**config.mk**
```make
export PLATFORM = sky130hd
export DESIGN_NAME = qarl_stamp_chain
export DESIGN_NICKNAME = d
export VERILOG_FILES = /design/src/hdl/qarl_pkg.sv /design/src/hdl/qarl_stamp_chain.sv
export SDC_FILE = /design/constraint.sdc
export NUM_CORES = 1
export LEC_CHECK = 0
export BUFFER_PORTS_ARGS = -buffer_cell sky130_fd_sc_hd__buf_2
export CAP_MARGIN = 20
export CORE_MARGIN = 8
export CORE_UTILIZATION = 38
export CTS_BUF_LIST = sky130_fd_sc_hd__clkbuf_8
export CTS_CLUSTER_DIAMETER = 50
export DETAILED_ROUTE_END_ITERATION = 8
export HOLD_SLACK_MARGIN = 0.02
export PLACE_DENSITY_LB_ADDON = 0.08
export SYNTH_ARGS = -nofsm -noshare
export SYNTH_HDL_FRONTEND = slang
export SYNTH_SLANG_ARGS = --single-unit
```
**constraint.sdc**
```tcl
create_clock -name clk -period 16.53 [get_ports clk]
set_clock_uncertainty 0.05 [all_clocks]
set_input_delay 2.4795 -clock clk [delete_from_list [all_inputs] [get_ports clk]]
set_output_delay 2.4795 -clock clk [all_outputs]
set_load 0.05 [all_outputs]
```
**src/hdl/qarl_pkg.sv**
```systemverilog
// Shared widths, constants and codes of the query admission rate limiter.
package qarl_pkg;

    localparam int TIME_W    = 48;
    localparam int ADDR_W    = 32;
    localparam int NONCE_W   = 64;
    localparam int RATE_W    = 5;
    localparam int VERDICT_W = 3;

    localparam int QARL_MAX_PER_WINDOW = 16;
    localparam int QARL_SOURCE_SLOTS   = 16;
    localparam int QARL_NONCE_SLOTS    = 64;

    localparam logic [TIME_W:0] NONCE_AGE_MS = (TIME_W+1)'(10000);
    localparam logic [TIME_W:0] STAMP_AGE_MS = (TIME_W+1)'(1000);

    localparam logic [RATE_W-1:0] RATE_LIMIT_RESET = RATE_W'(10);

    typedef enum logic [VERDICT_W-1:0] {
        VERDICT_ADMIT   = 3'd0,
        VERDICT_GLOBAL  = 3'd1,
        VERDICT_REPLAY  = 3'd2,
        VERDICT_SOURCE  = 3'd3,
        VERDICT_FULL    = 3'd4
    } verdict_t;

    typedef struct packed {
        logic match;
        logic free;
        logic over_rate;
        logic full;
    } src_stat_t;

    typedef struct packed {
        logic match;
        logic free;
        logic recent;
    } nonce_stat_t;

endpackage

```
**src/hdl/qarl_stamp_chain.sv**
```systemverilog
// Oldest-first chain of stamp cells; the head ages out and the rest shift down.
module qarl_stamp_chain
    import qarl_pkg::*;
#(
    parameter int DEPTH = QARL_MAX_PER_WINDOW,
    localparam int CW = $clog2(DEPTH + 1)
)
(
    input  logic              clk,
    input  logic              rst_n,
    input  logic              age_en,
    input  logic              push,
    input  logic [TIME_W-1:0] now,
    output logic [CW-1:0]     count
);

    localparam int IW = (DEPTH > 1) ? $clog2(DEPTH) : 1;

    logic [TIME_W-1:0] stamps_reg [DEPTH];
    logic [CW-1:0]     count_reg;
    logic [CW-1:0]     count_next;
    logic              pop;

    always_comb
    begin
        pop = age_en && (count_reg != '0) &&
              ({1'b0, now} >= ({1'b0, stamps_reg[0]} + STAMP_AGE_MS));
        count_next = count_reg;
        if (pop)
        begin
            count_next = count_reg - CW'(1);
        end
        else if (push)
        begin
            count_next = count_reg + CW'(1);
        end
    end

    // shift every stamp one cell towards the head on a drop
    always_ff @(posedge clk)
    begin
        if (pop)
        begin
            for (int i = 0; i < DEPTH - 1; i++)
            begin
                stamps_reg[i] <= stamps_reg[i+1];
            end
        end
        else if (push)
        begin
            stamps_reg[count_reg[IW-1:0]] <= now;
        end
    end

    always_ff @(posedge clk or negedge rst_n)
    begin
        if (!rst_n)
        begin
            count_reg <= '0;
        end
        else
        begin
            count_reg <= count_next;
        end
    end

    assign count = count_reg;

endmodule

```
Word level (Yosys, flattened, before mapping)
Memory sizes are Yosys's and may differ from the RTL's.
Index checks and enable logic that the tools add are counted.
W data, S select, Z words.
{"block": "totals", "register_bits": 5, "ram_bits": 768, "inputBits": 52, "n_memories": 1}
{"block": "classes", "addsub": 3, "n_lt_le_gt_ge": 1, "reduce_logical": 5, "mux": 10}
{"memory": "stamps_reg", "words": 16, "width": 48, "read_ports": 16, "rd_ports_with_merged_regs": 0, "write_ports": 15, "line_no": "qarl_stamp_chain.sv:19", "text": "logic [TIME_W-1:0] stamps_reg [DEPTH];"}
{"operator": "$add A48 B10 Y49 const B", "count": 1}
{"operator": "$ge A48 B49 Y1", "count": 1}
{"operator": "$mux W48", "count": 1}
{"operator": "$reduce_or A48 Y1", "count": 1}
{"operator": "$mux W5", "count": 2}
{"operator": "$mux W1", "count": 6}
{"operator": "$add A5 B1 Y5 const B", "count": 1}
{"operator": "$reduce_bool A5 Y1", "count": 1}
{"operator": "$sub A5 B1 Y5 const B", "count": 1}
{"operator": "$mux W4", "count": 1}
{"operator": "$logic_and A1 B1 Y1", "count": 2}
{"operator": "$reduce_bool A2 Y1", "count": 1}

Logic depth before layout (Yosys ltp)
{"block": "logic_depth", "ltp_word": 7, "depth_mapped": 26}

Least setup slack after synthesis
Ideal clock, no wire load.
{"block": "synth_timing", "path_kind": "in2reg", "start": "input port now[0]", "end": "memory stamps_reg[15][0], enable pin", "arrival_time_ns": 9.525, "setup_time_ns": 0.590, "stages": 12, "slack_ns": 6.365, "cell_sequence": "clkbuf_1 -> inv_1 -> ha_1 -> nand2b_1 -> a221oi_1 -> o211a_1 -> o22ai_2 -> nor3_4 -> buf_6 -> or2_2 -> clkbuf_1 -> nor4b_1"}
{"item": "start, declared", "line_no": "qarl_stamp_chain.sv:13", "text": "input logic [TIME_W-1:0] now,"}
{"item": "end, declared", "line_no": "qarl_stamp_chain.sv:19"}

==> impl_metrics.ini <==
[global_route]
antenna_found_initial = 7
grt-ovfl-total = 0
grt_pass1_vias = 18833
grtUsageTotal_pct = 16.2
grt_pass1_wl_um = 124000
grt_max_degree = 50

[synth]
yosys_warnings = 0
synth_ff_type = edfxtp_1
synth_seq_cells = 773
async_reset_ff_share_pct = 0.647
synth_cell_type_count = 58
avgSynthCellArea_um2 = 17.6
syn_inst = 1966
yosysTopAreaCell = edfxtp_1
synth_enable_flop_cells = 768
synth_area_leaders = edfxtp_1 (67%), mux2_2 (22%), ha_1 (1.9%)
synth_nets = 2071
synth_top_area_share_pct = 66.6
synth.most_common_cell = edfxtp_1
ys_top_cells_by_count = edfxtp_1 (768), mux2_2 (685), ha_1 (52)
ys_seq_area_share_pct = 67.0
netlist_area_mm2 = 0.0346

[sta]
tightest_slew_ns = 1.10
finalHoldViolations = 0
maxSlewHeadroom_pct = 26.8
finalCriticalPeriod_ns = 7.56
worst_slack_ns = 8.97
rsz0062_at_grt = false
finalMaxSlewViolations = 0
finalCritPeriodShare_pct = 45.7
fin_setup_tns_ns = 0
fmax_ghz = 0.132
setup_viol = 0

[placed_design]
place.gp.congestion = 0.797
place.detailed.hpwl_um = 44200
io_buffers = 56
preCtsSetupSlack_ns = 9.01

[finish]
drive_gt1_share_pct = 46.4
final_net_count = 2176
fillers = 7958
seqCellArea_mm2 = 0.0232
multi_input_area_mm2 = 0.0109
largest_register_ffs = 768
syn2layout_area_growth_pct = 11.5

[clock_network]
cts_tree = yes
hold_buffers = 0
clockBufferDepth = 3
cts_resized = 0
cts_buffers = 142
ctsRootBufferMaster = clkbuf_8
cts_setup_buffers = 0
htreeDepth = 4
clk_pin_slew_ns = 0.06
clock_latency_ns = 0.79
clock-sinks = 773

[min_path]
hold_path_class = flip-flop to flip-flop

[pwr]
clock_power_share_pct = 28.7
switching_power_uw = 1640
vdd.ir_drop.worst_mv = 0.0799
p_per_area_mw_per_mm2 = 147
internal_power_uw = 4050
power.leakage_uw = 0.0132
swShare_pct = 28.8
combPwrFrac_pct = 21.0
p_seq_share_pct = 50.4

[setup_path]
critPathRequiredTime_ns = 17.09
end_kind = flip-flop
critical_path_class = flip-flop to flip-flop
cp.arrival_ns = 8.12
worst-path-max-fanout = 18
worst_setup_path_start_kind = flip-flop

[detailed_routing]
drtPass1Iterations = 6
wl_per_cell_um = 24.6
drtIter0Drc = 967
drc = 0
vias_per_cell = 5.27
drt_wl_total_um = 82200
ant_nets = 0
routed-via-count = 17612

[floorplanning]
core-area_mm2 = 0.0901
die_w_um = 318
die-area_mm2 = 0.101
initial_core_util_pct = 38.4
boundaryPins = 57
num_rows = 110
die_y_um = 318

[outcome]
status = finished, final reports clean

[run]
max-cap-violations = 0
final cells by class:
type,count,area share (%)
well taps,1176,3.81
repair buffers,90,1.42
multi-input cells,1054,28.3
flip-flops and latches,773,60.1
clock buffers,145,5.17
diodes,3,0.0194
clock inverters,94,1.17
inverters,10,0.0972
critical path, stage by stage, from the launching register on:
cell and delay [ns]:
edfxtp_1 0.41, nand3_1 0.18, nor4_2 0.52, nand3_1 0.31, nor3_1 0.67, and2_1 0.34
nand3_1 0.12, xor2_1 0.16, ha_1 0.28, nand4_1 0.16, nor4_1 0.83, nor2_1 0.07
a21oi_1 0.41, nor3_4 0.07, buf_4 0.26, or2_2 0.63, fa_1 0.53, nor2b_1 0.12
o21ai_0 0.10, nor2b_1 0.18, and2_1 0.17, mux2_2 0.27, a2111oi_2 0.33, o2111ai_1 0.19
per-stage QoR:
step	util (%)	std cells	hold WS (ns)	cell area [um^2]	total power, uW
finish	42.8	3345	0.481	38600	5690
global route	42.8	3343	0.485	38600	5980
CTS	42.8	3341	0.473	38600	5800
detailed placement	40.1	3102	0.476	36100	4120
global placement	40.1	3102	0.465	36100	4100
floorplan	-	1966	0.458	34600	3710
power groups by stage:
stage                     logic, uW  registers, uW  clock network [uW]
after CTS                      1230           2870                1700
final                          1190           2870                1630
after global placement         1200           2900                   0
after detailed placement       1210           2900                   0
after floorplan                 800           2910                   0
after global routing           1310           2900                1770
cell families after synthesis:
logic type,Yosys count,synth area share [%]
flops,773,67.0
mux,725,23.8
simple gates,154,2.31
buf+inv,139,2.26
compound gates,77,1.59
fa+ha+maj,53,1.94
xor+xnor,45,1.14
path summary, 6_finish.rpt:
| check | from | slack (ns) | end | depth (start not counted) |
|---|---|---|---|---|
| hold / removal | stamps_reg[15][18]$_DFFE_PP_ | 0.48 | stamps_reg[14][18]$_DFFE_PP_ | 1 |
| setup reg to reg | stamps_reg[0][10]$_DFFE_PP_ | 8.97 | count[4]$_DFFE_PN0P_ | 23 |
| min in group asynchronous | rst_n | 1.52 | count[0]$_DFFE_PN0P_ | 1 |
| max in group asynchronous | rst_n | 14.72 | count[4]$_DFFE_PN0P_ | 1 |
| setup / recovery | stamps_reg[0][10]$_DFFE_PP_ | 8.97 | count[4]$_DFFE_PN0P_ | 23 |
| hold reg to reg | stamps_reg[15][18]$_DFFE_PP_ | 0.48 | stamps_reg[14][18]$_DFFE_PP_ | 1 |
routing by layer:
| metal | track usage (%) | vias to the layer above | wire [um] |
|---|---|---|---|
| met5 | 0 | - | 22 |
| met4 | 5.72 | 4 | 2210 |
| met3 | 3.90 | 149 | 3800 |
| met2 | 24.7 | 346 | 36500 |
| met1 | 22.5 | 9177 | 39700 |
| li1 | - | 7936 | - |
placed cells by master, fill, tap and decap left out, drive strengths merged, types with 4 or more instances in the layout:
cell      netlist  layout
edfxtp        768     768
mux2          723     723
clkbuf         50     145
buf            79      90
inv            10      60
ha             52      52
nand2          42      42
clkinv          0      38
nor2           31      31
o21ai          27      27
xor2           26      26
nand3          20      20
a21oi          20      20
xnor2          19      19
nand4          15      15
nor3           10      10
and3            9       9
a21o            6       6
clkinvlp        0       5
dfrtp           5       5
nor4            5       5
o211ai          5       5
nand2b          4       4
Power figures use the tool's default switching activity.
