--- config.mk ---
export PLATFORM = sky130hd
export DESIGN_NAME = qarl_nonce_cell
export DESIGN_NICKNAME = d
export VERILOG_FILES = /design/src/hdl/qarl_pkg.sv /design/src/hdl/qarl_nonce_cell.sv
export SDC_FILE = /design/constraint.sdc
export NUM_CORES = 1
export LEC_CHECK = 0
export BUFFER_PORTS_ARGS = -buffer_cell sky130_fd_sc_hd__buf_4
export CORE_AREA = 4 4 161 116
export CTS_BUF_LIST = sky130_fd_sc_hd__clkbuf_4 sky130_fd_sc_hd__clkbuf_8 sky130_fd_sc_hd__clkbuf_16
export CTS_CLUSTER_DIAMETER = 40
export DETAILED_ROUTE_END_ITERATION = 10
export DIE_AREA = 0 0 165 120
export GPL_TIMING_DRIVEN = 0
export PLACE_DENSITY = 0.6
export SLEW_MARGIN = 20
export SYNTH_ARGS = -nofsm -noshare
export SYNTH_HDL_FRONTEND = slang
export SYNTH_SLANG_ARGS = --single-unit
export TNS_END_PERCENT = 100
--- constraint.sdc ---
create_clock -name clk -period 3.42 [get_ports clk]
set_clock_uncertainty 0.15 [all_clocks]
set_input_delay 0 -clock clk [delete_from_list [all_inputs] [get_ports clk]]
set_output_delay 0 -clock clk [all_outputs]
set_load 0.005 [all_outputs]
--- src/hdl/qarl_pkg.sv ---
// Shared widths, constants and codes of the query admission rate limiter.
package qarl_pkg;

    localparam int TIME_W    = 48;
    localparam int ADDR_W    = 32;
    localparam int NONCE_W   = 64;
    localparam int RATE_W    = 5;
    localparam int VERDICT_W = 3;

    localparam int QARL_MAX_PER_WINDOW = 16;
    localparam int QARL_SOURCE_SLOTS   = 16;
    localparam int QARL_NONCE_SLOTS    = 64;

    localparam logic [TIME_W:0] NONCE_AGE_MS = (TIME_W+1)'(10000);
    localparam logic [TIME_W:0] STAMP_AGE_MS = (TIME_W+1)'(1000);

    localparam logic [RATE_W-1:0] RATE_LIMIT_RESET = RATE_W'(10);

    typedef enum logic [VERDICT_W-1:0] {
        VERDICT_ADMIT   = 3'd0,
        VERDICT_GLOBAL  = 3'd1,
        VERDICT_REPLAY  = 3'd2,
        VERDICT_SOURCE  = 3'd3,
        VERDICT_FULL    = 3'd4
    } verdict_t;

    typedef struct packed {
        logic match;
        logic free;
        logic over_rate;
        logic full;
    } src_stat_t;

    typedef struct packed {
        logic match;
        logic free;
        logic recent;
    } nonce_stat_t;

endpackage

--- src/hdl/qarl_nonce_cell.sv ---
// One nonce slot of the ten-second replay cache.
module qarl_nonce_cell
    import qarl_pkg::*;
(
    input  logic               clk,
    input  logic               rst_n,
    input  logic               age_en,
    input  logic               write,
    input  logic [TIME_W-1:0]  now,
    input  logic [NONCE_W-1:0] q_nonce,
    output nonce_stat_t        stat
);

    logic [NONCE_W-1:0] value_reg;
    logic [TIME_W-1:0]  time_reg;
    logic               valid_reg;
    logic               aged;

    assign aged = {1'b0, now} >= ({1'b0, time_reg} + NONCE_AGE_MS);

    always_ff @(posedge clk)
    begin
        if (write)
        begin
            value_reg <= q_nonce;
            time_reg  <= now;
        end
    end

    always_ff @(posedge clk or negedge rst_n)
    begin
        if (!rst_n)
        begin
            valid_reg <= 1'b0;
        end
        else if (write)
        begin
            valid_reg <= 1'b1;
        end
        else if (age_en && valid_reg && aged)
        begin
            valid_reg <= 1'b0;
        end
    end

    always_comb
    begin
        stat.match  = valid_reg && (value_reg == q_nonce);
        stat.free   = !valid_reg;
        stat.recent = (time_reg != '0);
    end

endmodule

# After elaboration in Yosys (flattened, before gate mapping)
# Cells that the tools add are included.
[totals]
register_bits = 113
inputBits = 116
[classes]
addsub = 1
order_cmp = 1
eq_ne = 1
n_mux = 2
reduce_logical = 6
[ops]
columns = ["cell", "count"]
rows = [
  ["64-bit equality test", 1],
  ["48-bit by 14-bit adder with 49-bit output, second input constant", 1],
  ["48-bit by 49-bit greater-or-equal comparator with 1-bit output", 1],
  ["48-bit nonzero test", 1],
  ["1-bit logical AND", 3],
  ["1-bit two-way mux", 2],
  ["2-bit nonzero test", 1],
  ["1-bit zero test", 1],
]

# Longest topological paths before layout
[logic_depth]
word_depth = 5
mapped_depth = 14
mapped_depth_nobuf = 14

# Worst setup path before layout
# No wires, ideal clock.
[synth_timing]
path_kind = "reg-to-reg"
startpoint = "reg time_reg[14]"
endpoint = "reg valid_reg"
arrival_ps = 2711
required_ps = 3132
setup_slack_ps = 420
path_stages_with_launch = 14
n_path_buf = 0
period_less_slack_ps = 3000
path_cell_list = "edfxtp_1 and4_4 nand4_4 and4bb_2 and2_4 nand3_1 xor2_1 ha_1 nand4_1 nor4_1 nand3_1 o221ai_1 o2bb2ai_1 a31oi_1"
[synth_via]
elab_chain_cells = 4
[synth_lines]
columns = ["element", "line", "text"]
rows = [
  ["from (decl)", "qarl_nonce_cell.sv:15", "logic [TIME_W-1:0] time_reg;"],
  ["from (signal assigned)", "qarl_nonce_cell.sv:26", "time_reg <= now;"],
  ["48-bit by 14-bit adder with 49-bit output", "qarl_nonce_cell.sv:19", "assign aged = {1'b0, now} >= ({1'b0, time_reg} + NONCE_AGE_MS);"],
  ["48-bit by 49-bit greater-or-equal comparator with 1-bit output", "qarl_nonce_cell.sv:19", ""],
  ["1-bit logical AND", "qarl_nonce_cell.sv:40", "else if (age_en && valid_reg && aged)"],
  ["2-bit nonzero test (no source line)", "-", ""],
  ["to (signal assigned)", "qarl_nonce_cell.sv:34", "valid_reg <= 1'b0;"],
  ["to (signal assigned)", "qarl_nonce_cell.sv:38", "valid_reg <= 1'b1;"],
  ["to (signal assigned)", "qarl_nonce_cell.sv:42", "valid_reg <= 1'b0;"],
  ["to (decl)", "qarl_nonce_cell.sv:16", "logic valid_reg;"],
]
# Every way passes these cells.
# A chain may end at the register's enable or synchronous reset.

# Worst setup path in the final report
[layout_timing]
startpoint = "reg time_reg[15]"
endpoint = "reg valid_reg"
# Same word-level chain as after synthesis.

==> flow_summary_export.csv <==
group,metric,value,unit
final_layout,final_core_util,55.16,%
power,seq_power_share,40.3,%
logic_synthesis,synth_async_sr_flop_share,0.8850,%
floorplanning,fp.coreArea,17070,um2
placement,placedCellCount,830,
power,finalPower,4.301,mW
final_layout,stdcell_count,1006,
setup_path,cpPeakStageDelay,0.41,ns
job,cap_violations,0,
logic_synthesis,netlist_top_cells_area,"edfxtp_1 (55%), ha_1 (10%), xnor2_1 (6.7%)",
final_layout,drive_gt1_share,26.58,%
logic_synthesis,synth_edf_count,112,
setup_path,worst_setup_path_end_kind,"flop",
final_layout,final_nets,928,
setup_path,arrival,3.40,ns
clocking,cts.path.max_buffers,2,
power,internal_power,3.263,mW
logic_synthesis,synth_nets,647,
sta,fmax,309.3,MHz
clocking,cts_tree,"done",
final_layout,multi_input_area,2729,um2
final_layout,synthToLayoutAreaGrowth,54.24,%
floorplanning,die-area,19800,um2
logic_synthesis,synth.distinct_cells,53,
logic_synthesis,yosysTopAreaCell,"edfxtp_1",
placement,dp_hpwl,10780,um
power,p_leak,3.741,nW
power,p_comb_share,15.8,%
power,power_frac_clock,43.9,%
power,powerDensity,456.9,nW/um2
power,p_sw_share,24.15,%
hold_path,hold_path_class,"input port to flop",
grt,grt_first_pass_wirelength,24790,um
sta,fin_crit_sh,94.54,%
logic_synthesis,synth_area,6103,um2
clocking,ctsHtreeMaxLevel,4,
routing,vias,4910,
setup_path,cpMaxStageDelayCell,"edfxtp_1",
routing,final_antenna_net_count,0,
power,peakVddDrop,0.3610,mV
setup_path,cp_top_family,"simple AND/OR/NAND/NOR gates",
logic_synthesis,synth_top_area_share,55.10,%
setup_path,crit_type,"flop to flop",
routing,detail_route.wirelength,16000,um
setup_path,path_cells,"and4_4 > nand4_4 > and4bb_2 > buf_4 > nand2_1 > nor2_1 > xnor2_1 > ha_1 > nand4_1 > inv_1 > a221oi_1 > o221ai_1 > o2bb2ai_1 > a31oi_1",
setup_path,cp_num_buf_inv,2,
logic_synthesis,syn_avg_cell_area,12.69,um2
sta,hold_violations,0,
final_layout,final_common_cell,"buf_4",
final_layout,largest_reg_flops,64,
sta,final.min_clock_period,3.233,ns
floorplanning,ioPinCount,119,
floorplanning,rows,40,
clocking,clock-sinks,113,
placement,place_congestion,0.8318,
logic_synthesis,synth-seq-area-share,55.51,%
run_status,status,"complete, no violations",
sta,setup_ws,0.1866,ns
logic_synthesis,synthFlopType,"edfxtp_1",
routing,drt_first_pass_iters,4,
grt,grt_usage,16.04,%
clocking,clkLatencyLatePin,0.42,ns
final_layout,final_cell_mix,"buf_4 (146), dlygate4sd3_1 (115), edfxtp_1 (112)",
routing,drt_iter0_drc,288,
sta,worst_slew_pin_slew,1.047,ns
sta,setup-tns-final,0,ns
setup_path,path_max_fanout,4,
grt,grt_max_degree,115,
sta,slew_viol_final,0,
clocking,cts.clk_slew.worst_paths,0.06,ns
grt,overflow,0,
floorplanning,die_w,165,um
logic_synthesis,syn_inst,481,
routing,wl_per_cell,15.91,um
sta,setup-violations-final,0,
clocking,numCtsBuffers,17,
routing,vias_per_cell,4.881,
final_layout,antenna_cells,0,
final_layout,nFillCells,1390,
setup_path,critPathRequiredTime,3.59,ns
final_layout,register_area,3388,um2
floorplanning,die_y,120,um
clocking,root_buffer,"clkbuf_16",
routing,drc,0,
floorplanning,initial_core_util,35.76,%
placement,dpl_worst_slack,-0.3622,ns
sta,maxSlewHeadroom,30.18,%
placement,portBuffers,118,
logic_synthesis,synth_seq_cells,113,
logic_synthesis,yosys_warnings,0,
power,switchingPower,1.039,mW
grt,antenna_found_initial,0,
setup_path,start_kind,"flop",
grt,grt_pass1_vias,4965,
## final timing paths
path | startpoint | end | slack, ns | depth (start not counted)
min reg2reg | valid_reg | valid_reg | 0.55 | 2
min | write | time_reg[40] | 0.09 | 1
max | time_reg[15] | valid_reg | 0.19 | 14
max reg2reg | time_reg[15] | valid_reg | 0.19 | 14
max in group asynchronous | rst_n | valid_reg | 2.75 | 3
min in group asynchronous | rst_n | valid_reg | 0.27 | 3
## cells in the mapped netlist, drive strengths merged, types with 2 or more instances
library cell / number
ha: 50
nor3: 3
o21a: 2
nand4: 29
a21o: 3
a221oi: 5
and2: 4
nor4: 17
nor4b: 2
nand3: 27
a31oi: 2
xor2: 41
a21oi: 20
and3: 5
o22ai: 7
or2: 2
o2bb2ai: 2
nor2: 13
inv: 29
nand2: 28
and4: 4
edfxtp: 112
a221o: 3
o21ai: 4
xnor2: 47
## kinds of logic (layout without fill, tap and decap cells)
| kind of cell | Yosys count | in the layout | share of synthesized area (%) |
|---|---|---|---|
| simple gates | 140 | 140 | 13.10 |
| xor+xnor | 88 | 88 | 12.63 |
| flops | 113 | 113 | 55.51 |
| fa+ha+maj | 50 | 50 | 10.25 |
| compound gates | 60 | 60 | 6.663 |
| buf+inv | 30 | 324 | 1.845 |
## cell type report
| class | count | share of cell area [%] |
|---|---|---|
| clock inverter | 15 | 2.166 |
| timing repair buffer | 262 | 23.99 |
| inverter | 29 | 1.156 |
| sequential | 113 | 35.99 |
| clock buffer | 17 | 4.519 |
| multi-input combinational | 338 | 28.99 |
| tap | 231 | 3.070 |
| buffer | 1 | 0.1196 |
## stage by stage
step | hold WS [ns] | cell area (um2)
floorplan | -0.4456 | 6103
global placement | -0.3739 | 7278
detailed placement | -0.3721 | 7282
CTS | 0.1174 | 9135
global route | 0.1418 | 9414
finish | 0.08860 | 9414
## power by group through the flow
| stage | Sequential (mW) | Clock (mW) | Combinational, mW |
|---|---|---|---|
| after floorplan | 1.74 | 0 | 0.277 |
| after global placement | 1.76 | 0 | 0.489 |
| after detailed placement | 1.76 | 0 | 0.507 |
| after CTS | 1.74 | 1.94 | 0.629 |
| after global routing | 1.75 | 2.00 | 0.751 |
| final | 1.74 | 1.89 | 0.679 |
## timing repair
item                                    in CTS  in global routing
setup buffers                                3                 26
endpoints found under the setup margin       1                  1
pin swaps                                    1                 16
cloned                                       0                  0
resized for setup                           11                 22
hold endpoints to repair                   114                  0
hold buffers                               115                  0
## layer usage
metal	wire length (um)	vias up	share of wire, %	GRT usage (%)
met1	7555	2350	47	21.52
met5	0	-	0	0
met3	988	11	6.2	4.669
li1	-	2412	-	-
met4	127	0	0.79	3.896
met2	7331	137	46	25.59
Power figures use the tool's default switching activity.
