--- src/hdl/qarl_pkg.sv ---
// Shared widths, constants and codes of the query admission rate limiter.
package qarl_pkg;

    localparam int TIME_W    = 48;
    localparam int ADDR_W    = 32;
    localparam int NONCE_W   = 64;
    localparam int RATE_W    = 5;
    localparam int VERDICT_W = 3;

    localparam int QARL_MAX_PER_WINDOW = 16;
    localparam int QARL_SOURCE_SLOTS   = 16;
    localparam int QARL_NONCE_SLOTS    = 64;

    localparam logic [TIME_W:0] NONCE_AGE_MS = (TIME_W+1)'(10000);
    localparam logic [TIME_W:0] STAMP_AGE_MS = (TIME_W+1)'(1000);

    localparam logic [RATE_W-1:0] RATE_LIMIT_RESET = RATE_W'(10);

    typedef enum logic [VERDICT_W-1:0] {
        VERDICT_ADMIT   = 3'd0,
        VERDICT_GLOBAL  = 3'd1,
        VERDICT_REPLAY  = 3'd2,
        VERDICT_SOURCE  = 3'd3,
        VERDICT_FULL    = 3'd4
    } verdict_t;

    typedef struct packed {
        logic match;
        logic free;
        logic over_rate;
        logic full;
    } src_stat_t;

    typedef struct packed {
        logic match;
        logic free;
        logic recent;
    } nonce_stat_t;

endpackage

--- src/hdl/qarl_stamp_chain.sv ---
// Oldest-first chain of stamp cells; the head ages out and the rest shift down.
module qarl_stamp_chain
    import qarl_pkg::*;
#(
    parameter int DEPTH = QARL_MAX_PER_WINDOW,
    localparam int CW = $clog2(DEPTH + 1)
)
(
    input  logic              clk,
    input  logic              rst_n,
    input  logic              age_en,
    input  logic              push,
    input  logic [TIME_W-1:0] now,
    output logic [CW-1:0]     count
);

    localparam int IW = (DEPTH > 1) ? $clog2(DEPTH) : 1;

    logic [TIME_W-1:0] stamps_reg [DEPTH];
    logic [CW-1:0]     count_reg;
    logic [CW-1:0]     count_next;
    logic              pop;

    always_comb
    begin
        pop = age_en && (count_reg != '0) &&
              ({1'b0, now} >= ({1'b0, stamps_reg[0]} + STAMP_AGE_MS));
        count_next = count_reg;
        if (pop)
        begin
            count_next = count_reg - CW'(1);
        end
        else if (push)
        begin
            count_next = count_reg + CW'(1);
        end
    end

    // shift every stamp one cell towards the head on a drop
    always_ff @(posedge clk)
    begin
        if (pop)
        begin
            for (int i = 0; i < DEPTH - 1; i++)
            begin
                stamps_reg[i] <= stamps_reg[i+1];
            end
        end
        else if (push)
        begin
            stamps_reg[count_reg[IW-1:0]] <= now;
        end
    end

    always_ff @(posedge clk or negedge rst_n)
    begin
        if (!rst_n)
        begin
            count_reg <= '0;
        end
        else
        begin
            count_reg <= count_next;
        end
    end

    assign count = count_reg;

endmodule

--- src/hdl/qarl_source_cell.sv ---
// One source slot: its address and its one-second stamp chain.
module qarl_source_cell
    import qarl_pkg::*;
#(
    parameter int DEPTH = QARL_MAX_PER_WINDOW
)
(
    input  logic              clk,
    input  logic              rst_n,
    input  logic              age_en,
    input  logic              push,
    input  logic [TIME_W-1:0] now,
    input  logic [ADDR_W-1:0] q_addr,
    input  logic [RATE_W-1:0] rate,
    output src_stat_t         stat
);

    localparam int CW = $clog2(DEPTH + 1);

    logic [ADDR_W-1:0] addr_reg;
    logic [CW-1:0]     count;
    logic              live;

    qarl_stamp_chain #(.DEPTH(DEPTH)) u_chain (
        .clk    (clk),
        .rst_n  (rst_n),
        .age_en (age_en),
        .push   (push),
        .now    (now),
        .count  (count)
    );

    // a slot holds a source exactly while it has stamps
    assign live = (count != '0);

    always_ff @(posedge clk)
    begin
        if (push && !live)
        begin
            addr_reg <= q_addr;
        end
    end

    always_comb
    begin
        stat.match     = live && (addr_reg == q_addr);
        stat.free      = !live;
        stat.over_rate = 32'(count) >= 32'(rate);
        stat.full      = 32'(count) >= 32'(DEPTH);
    end

endmodule

--- config.mk ---
export PLATFORM = sky130hd
export DESIGN_NAME = qarl_source_cell
export DESIGN_NICKNAME = d
export VERILOG_FILES = /design/src/hdl/qarl_pkg.sv /design/src/hdl/qarl_stamp_chain.sv /design/src/hdl/qarl_source_cell.sv
export SDC_FILE = /design/constraint.sdc
export NUM_CORES = 1
export LEC_CHECK = 0
export BUFFER_PORTS_ARGS = -buffer_cell sky130_fd_sc_hd__buf_4
export CAP_MARGIN = 20
export CORE_UTILIZATION = 30
export CTS_BUF_LIST = sky130_fd_sc_hd__clkbuf_8
export CTS_CLUSTER_DIAMETER = 200
export DETAILED_ROUTE_END_ITERATION = 6
export GPL_TIMING_DRIVEN = 0
export PLACE_DENSITY_LB_ADDON = 0.08
export SKIP_CTS_REPAIR_TIMING = 1
export SYNTH_ARGS = -nofsm -noshare
export SYNTH_HDL_FRONTEND = slang
export SYNTH_SLANG_ARGS = --single-unit
--- constraint.sdc ---
create_clock -name clk -period 6.6 [get_ports clk]
set_input_delay 1.32 -clock clk [delete_from_list [all_inputs] [get_ports clk]]
set_output_delay 1.32 -clock clk [all_outputs]
set_load 0.01 [all_outputs]
; ---- After elaboration in Yosys (flattened, before gate mapping)
; Memory sizes are Yosys's and may differ from the RTL's.
; Index checks and enable logic that the tools add are counted.
[word_totals]
ff_bits = 37
ramBits = 768
inputBits = 89
out_inout_bits = 4
wordCells = 28
memories = 1
[op_classes]
addsub = 3
n_lt_le_gt_ge = 3
eq_ne = 1
n_mux = 10
n_reduce_logical = 8
[memory_table]
columns = name, depth, word_bits, rd, rd_ports_with_merged_regs, wr, line
row1 = u_chain.stamps_reg, 16, 48, 16, 0, 15, qarl_stamp_chain.sv:19  ; logic [TIME_W-1:0] stamps_reg [DEPTH];
[op_table]
columns = operator, count
row1 = "adder 48 x 10 -> 49 bit, second input constant", 1
row2 = greater-or-equal comparator 48 x 49 -> 1 bit, 1
row3 = two-way mux 48 bit, 1
row4 = OR reduction 48 bit, 1
row5 = equality test 32 bit, 1
row6 = two-way mux 5 bit, 2
row7 = two-way mux 1 bit, 6
row8 = "adder 5 x 1 -> 5 bit, second input constant", 1
row9 = greater-or-equal comparator 5 bit, 1
row10 = "greater-or-equal comparator 5 bit, second input constant", 1
row11 = nonzero test 5 bit, 1
row12 = "subtractor 5 x 1 -> 5 bit, second input constant", 1
row13 = logical AND 1 bit, 4
row14 = two-way mux 4 bit, 1
row15 = nonzero test 2 bit, 1
row16 = logical NOT 1 bit, 1

; ---- Longest topological paths before layout
; Gate-level depths: netlist of the first run.
[logic_depth]
word_depth = 7
mapped_depth = 26
mapped_depth_nobuf = 23

; ---- Hierarchy
; From an unflattened synthesis of the first run, not the netlist that was laid out.
[hier_totals]
hier_cells = 2039
area_unflattened_um2 = 36267.3
[modules_own_cells]
columns = module, instances, cells_per_inst, area_per_inst_um2, seq_area_each_um2
row1 = qarl_stamp_chain, 1, 1942, 34799.6, 23187.2
row2 = qarl_source_cell, 1, 97, 1467.7, 960.9

; ---- Worst setup path after synthesis of the first run
; No wires, ideal clock.
[synth_timing]
kind = reg2reg
start = memory u_chain.stamps_reg[0][5]
end = memory u_chain.stamps_reg[15][0], enable pin
setup_time_ns = 0.454
arrival_time_ns = 6.166
required_time_ns = 6.146
setup_slack_ns = -0.020
stages_incl_launch_ff = 21
path_buffers = 3
synth_period_minus_slack_ns = 6.620
cell_sequence = edfxtp_1 -> or4_4 -> or3_1 -> clkbuf_1 -> and3_1 -> nor2b_1 -> nand2_1 -> nor2_1 -> nand3_1 -> xor2_1 -> ha_1 -> a21o_1 -> a221oi_1 -> o21ai_0 -> a41o_1 -> or4_1 -> nand2_2 -> buf_6 -> inv_2 -> clkbuf_1 -> nor2_1
[synth_lines]
columns = item, line
row1 = start: declaration, qarl_stamp_chain.sv:19

==> flow_summary_export.csv, run 1 <==
group,metric,value,unit
sta,finalHoldViolations,0,
synth,synth_cell_types,50,
floorplan,floorplan.rows,126,
synth,synthFlopType,"edfxtp_1",
route,vias,18179,
critical_path,end_kind,"flop",
critical_path,cp.arrival,6.82,ns
sta,min_period_over_period,97.2,%
route,dr.pass1.iters,6,
critical_path,slowest_delay,0.57,ns
run,cap_violations,0,
critical_path,cp-start-kind,"flop",
placement,dp_hpwl,58100,um
clock_network,clock_path_buffers,3,
finish,final_util,35.2,%
synth,synth_area_leader_cell,"edfxtp_1",
critical_path,cpMaxStageDelayCell,"or4_4",
finish,drive_above_1_share,46.6,%
synth,ys_warn_count,0,
synth,ys_top_cells_by_area,"edfxtp_1, mux2_2, ha_1, mux2_4, xor2_1",
critical_path,crit_top_cell,"clkbuf_1",
placement,port_buffers,92,
critical_path,ff2ff_setup_slack,0.18,ns
finish,fill_cells,11252,
route,drcViolationCount,0,
critical_path,crit_family,"simple AND/OR/NAND/NOR gates",
floorplan,io_pins,93,
sta,slew_headroom,40.6,%
synth,syn_nets,2183,
floorplan,fp.dieW,348,um
finish,final_nets,2450,
finish,stdcell_area,0.0417,mm2
route,drtAntennaViolNets,0,
sta,setup_viol,0,
floorplan,die_y,348,um
synth,synth_area,0.0359,mm2
route,drt-total-wl,87400,um
worst_hold_path,hp-class,"in -> async",
sta,finalCriticalPeriod,6.42,ns
power_and_ir_drop,vdd_ir_drop_max,0.000171,V
run_status,outcome,"complete, no violations",
placement,place.gp.congestion,0.775,
synth,avgSynthCellArea,17.6,um2
grt,grt_usage,14.3,%
synth,synth.top_cell.area_share,67.0,%
sta,drv_slew,0,
critical_path,path_buf_inv,4,
finish,largest_register_ff_count,768,
clock_network,cts_tree,"built",
finish,syn_to_final_growth,16.2,%
sta,rsz0062_at_grt,"yes",
grt,antenna_found_initial,2,
power_and_ir_drop,p_leak,14.2,nW
synth,synth-edff-count,800,
critical_path,cp.required,7.01,ns
clock_network,htreeDepth,4,
power_and_ir_drop,power-per-cell-area,359,mW/mm2
sta,setup_tns,0,ns
grt,grt-ovfl-total,0,
critical_path,criticalPathCategory,"reg -> reg",
sta,worst_slew_pin_slew,0.883,ns
grt,grt_pass1_vias,19730,
clock_network,clk_latency,0.80,ns
floorplan,initial_core_util,30.3,%
sta,fmax,156,MHz
clock_network,clk_pin_slew,0.05,ns
floorplan,core_area,0.118,mm2
synth,async_reset_ff_share,0.621,%
grt,grt_pass1_wl,128000,um
synth,syn_inst,2036,
critical_path,critical_path.cell_chain,"or4_4 > or3_1 > clkbuf_1 > and3_2 > nor2b_4 > nand2_1 > nor2_1 > nand3_1 > xor2_1 > ha_1 > a21o_1 > a221oi_1 > o21ai_1 > a41o_1 > or4_1 > nand2_2 > and3_1 > clkbuf_1 > clkbuf_4 > buf_4 > or2_4",
critical_path,critPathMaxFanout,24,
sta,fin_skew,0.0338,ns
clock_network,cts_made_buffers,151,
grt,grt_max_degree,49,
route,wl_per_cell,22.1,um
clock_network,cts_sinks,805,
route,viasPerCell,4.60,
floorplan,die-area,0.121,mm2
synth,synth_seq_cells,805,
synth,ys_seq_area_share,67.3,%
placement,dpl_cell_area,0.0388,mm2
clock_network,root_buffer,"clkbuf_8",
route,drtIter0Drc,1019,
[cell usage after synthesis (all sizes together) (11+ instances only)]
library cell  count
a21oi            17
and3             18
buf              78
clkbuf           61
edfxtp          800
ha               57
inv              14
mux2            722
nand2            32
nand3            29
nand4            20
nor2             19
o21ai            11
xnor2            21
xor2             57
[per-layer routing]
layer	share of wire [%]	track usage [%]	wire length, um
met5	0	0	0
met4	2.5	5.12	2220
met3	5.3	3.92	4660
met2	48	23.1	41800
met1	44	18.3	38800
[power by group]
group / total, W / switching, W / leakage [nW] / internal [W]
clock: 0.00440 / 0.00212 / 1.56 / 0.00229
sequential: 0.00745 / 0.000299 / 7.43 / 0.00715
combinational: 0.00309 / 0.00171 / 5.22 / 0.00138
total: 0.0149 / 0.00413 / 14.2 / 0.0108
[layout by cell type (no fill, tap or decap), types with 13 or more instances in the layout]
cell / count
edfxtp_1: 800
mux2_2: 686
clkbuf_8: 156
buf_4: 111
inv_1: 74
xor2_1: 57
ha_1: 57
clkbuf_1: 53
buf_2: 49
mux2_4: 36
clkinv_1: 29
nand3_1: 28
nand2_1: 24
xnor2_1: 21
nand4_1: 20
nor2_1: 18
a21oi_1: 17
and3_1: 14
buf_12: 13
[final cells by class]
type	count	area (um2)	area share, %
flip-flops and latches	805	24100	57.9
clock buffers	156	2150	5.15
multi-input cells	1087	11200	26.8
inverters	14	52.6	0.126
plain buffers	136	727	1.74
repair buffers	108	1000	2.40
diodes	2	5.00	0.0120
well taps	1536	1920	4.61
clock inverters	106	519	1.25
[through the flow]
step | setup slack (ns) | power (W) | std cells | hold slack (ns)
floorplan | 0.635 | 0.00951 | 2036 | 0.485
global placement | -2.15 | 0.0105 | 3664 | 0.526
detailed placement | -0.525 | 0.0106 | 3676 | 0.530
CTS | -0.535 | 0.0152 | 3938 | 0.228
global route | -0.115 | 0.0157 | 3950 | 0.260
finish | 0.183 | 0.0149 | 3950 | 0.337
[cell families (layout without fill, tap and decap cells)]
family	count (synthesis)	count (layout)	synth area share (%)
other cells	0	2	0
compound gates	48	48	0.872
mux	724	724	23.1
simple gates	170	179	2.57
fa+ha+maj	58	58	2.04
xor+xnor	78	78	1.90
buf+inv	153	520	2.19
flops	805	805	67.3
[worst paths after layout]
| kind | startpoint | endpoint | cells past startpoint |
|---|---|---|---|
| max | u_chain.stamps_reg[0][5] | u_chain.stamps_reg[6][21] | 21 |
| min | rst_n | u_chain.count[0] | 1 |
| max reg2reg | u_chain.stamps_reg[0][5] | u_chain.stamps_reg[6][21] | 21 |
| min reg2reg | u_chain.stamps_reg[9][46] | u_chain.stamps_reg[8][46] | 1 |
| max in group asynchronous | rst_n | u_chain.count[2] | 1 |
| min in group clk | u_chain.stamps_reg[9][46] | u_chain.stamps_reg[8][46] | 1 |
(Power assumes the default switching activity.)
==> run 2: changes to the inputs <==
PLACE_DENSITY_LB_ADDON = not set   (was 0.08)
==> run 2 against run 1 <==
  * Register-to-register slack improved by 0.07 ns
  * Critical path depth increased by 1
  * Core utilization down 0.15 points
  * Combinational power rose by 3%
  * Sequential share of layout area increased by 0.24 points
  * Wire length decreased by 2.0%
  * Non-clock buffer count increased by 7
  * Via count up 3.7%
==> flow_summary_export.csv, run 2 (synthesized netlist as in run 1, its figures left out) <==
group,metric,value,unit
run_status,outcome,"complete, no violations",
route,dr.pass1.iters,5,
critical_path,ff2ff_setup_slack,0.25,ns
grt,grt-ovfl-total,0,
placement,dp_hpwl,52600,um
clock_network,htreeDepth,4,
grt,grt_pass1_vias,20136,
finish,drive_above_1_share,46.8,%
sta,finalHoldViolations,0,
critical_path,critPathMaxFanout,48,
worst_hold_path,hp-class,"in -> async",
sta,slew_headroom,30.7,%
finish,stdcell_area,0.0415,mm2
critical_path,cp.arrival,6.75,ns
critical_path,crit_top_cell,"buf_6",
route,viasPerCell,4.80,
finish,final_nets,2442,
sta,setup_viol,0,
floorplan,io_pins,93,
finish,multiInputGateArea,0.0112,mm2
placement,place.gp.congestion,0.821,
clock_network,cts_sinks,805,
placement,post-place-ws,-0.422,ns
clock_network,clk_latency,0.80,ns
critical_path,reg2reg_depth,22,
critical_path,slowest_delay,0.74,ns
sta,fin_skew,0.0491,ns
critical_path,r2r_start,"u_chain.stamps_reg[0][5]",
sta,worst_slew_pin_slew,1.04,ns
critical_path,worst-path-stages,22,
floorplan,initial_core_util,30.3,%
floorplan,floorplan.rows,126,
grt,grt_pass1_wl,123000,um
clock_network,cts_made_buffers,134,
sta,min_period_over_period,96.2,%
critical_path,path_buf_inv,5,
route,vias,18855,
clock_network,root_buffer,"clkbuf_8",
critical_path,endpoint,"u_chain.stamps_reg[5][17]",
sta,rsz0062_at_grt,"yes",
floorplan,die_y,348,um
critical_path,cp.required,7.00,ns
floorplan,die-area,0.121,mm2
finish,fill_cells,11220,
clock_network,cts_tree,"built",
critical_path,end_kind,"flop",
sta,drv_slew,0,
power_and_ir_drop,vdd_ir_drop_max,0.000203,V
placement,dpl_cell_area,0.0387,mm2
finish,final_common_cell,"edfxtp_1",
placement,dp_cells,3670,
critical_path,crit_family,"simple AND/OR/NAND/NOR gates",
sta,fmax,158,MHz
route,drcViolationCount,0,
power_and_ir_drop,p_leak,14.0,nW
finish,largest_register_ff_count,768,
sta,setup_ws,0.251,ns
clock_network,clk_pin_slew,0.06,ns
critical_path,cp-start-kind,"flop",
floorplan,fp.dieW,348,um
route,drt-total-wl,85700,um
route,drtAntennaViolNets,0,
power_and_ir_drop,power-per-cell-area,355,mW/mm2
finish,instances_no_fill,3932,
critical_path,crit_start,"u_chain.stamps_reg[0][5]",
grt,antenna_found_initial,3,
sta,finalCriticalPeriod,6.35,ns
critical_path,r2r_end,"u_chain.stamps_reg[5][17]",
critical_path,cpMaxStageDelayCell,"or2_4",
grt,grt_max_degree,49,
clock_network,clock_path_buffers,3,
finish,syn_to_final_growth,15.7,%
route,drtIter0Drc,1252,
route,wl_per_cell,21.8,um
finish,final_cell_mix,"edfxtp_1, mux2_2, clkbuf_8",
critical_path,critical_path.cell_chain,"or4_4 > or3_1 > clkbuf_1 > and3_2 > nor2b_2 > nand2_1 > nor2_1 > nand3_1 > xor2_1 > ha_1 > a21o_1 > a221oi_2 > o21ai_2 > a41o_1 > or4_1 > nand2_2 > buf_6 > and3_1 > clkbuf_2 > buf_6 > buf_6 > or2_4",
sta,hold_slack,0.321,ns
run,cap_violations,0,
placement,port_buffers,92,
grt,grt_usage,13.5,%
floorplan,core_area,0.118,mm2
finish,seqCellArea,0.0241,mm2
critical_path,criticalPathCategory,"reg -> reg",
-- run 2: cell count changes in the layout (fill, tap and decap cells not counted), sizes merged --
cell / before / now
clkinvlp: 6 / 7
clkbuf: 215 / 198
clkinv: 33 / 42
inv: 78 / 57
nor2: 19 / 20
or2: 18 / 19
buf: 185 / 193
-- run 2: how the worst min path moves through the flow --
stage                         startpoint                   endpoint  cells after the start  slack [ns]
2_1_floorplan           u_chain.count[4]           u_chain.count[4]                      1        0.49
3_3_place_gp    u_chain.stamps_reg[9][6]   u_chain.stamps_reg[8][6]                      1        0.53
3_5_place_dp   u_chain.stamps_reg[1][14]  u_chain.stamps_reg[0][14]                      1        0.53
4_1_cts                            rst_n           u_chain.count[3]                      1        0.23
5_1_grt                            rst_n           u_chain.count[3]                      1        0.29
6_report                           rst_n           u_chain.count[3]                      1        0.32
-- run 2: cell type report --
class | count | share of cell area [%]
tap | 1536 | 4.63
sequential | 805 | 58.2
clock buffer | 140 | 4.64
multi-input combinational | 1089 | 26.9
antenna | 2 | 0.0121
timing repair buffer | 115 | 2.60
clock inverter | 95 | 1.18
inverter | 14 | 0.127
buffer | 136 | 1.75
-- run 2: worst reg2reg max path: cells and delay by family, from the launching register on --
family / cells / cell delay, ns
AO/OA/AOI/OAI: 4 / 0.85
XOR/XNOR: 1 / 0.16
AND/OR/NAND/NOR: 11 / 3.28
buffers and inverters: 5 / 0.91
flip-flops: 1 / 0.46
adder cells (fa/ha/maj): 1 / 0.26
-- run 2: power by group --
part	internal [W]	total, W	switching (W)
registers	0.00716	0.00747	0.000312
logic	0.00141	0.00317	0.00176
clock network	0.00208	0.00411	0.00203
-- run 2: per-stage QoR --
stage	utilization (%)	TNS, ns	total power (W)
CTS	34.8	-74.41	0.0147
floorplan	-	0	0.00951
finish	35.1	0	0.0148
global placement	32.5	-822.58	0.0104
global route	35.1	-5.87	0.0154
detailed placement	32.7	-61.33	0.0106
-- run 2: metal layers --
| metal | routed length [um] | global-route usage [%] | vias up |
|---|---|---|---|
| met2 | 43100 | 23.2 | 459 |
| met5 | 0 | 0 | - |
| met1 | 36600 | 16.7 | 9830 |
| met4 | 1950 | 5.03 | 0 |
| met3 | 4020 | 2.67 | 132 |
| li1 | - | - | 8434 |
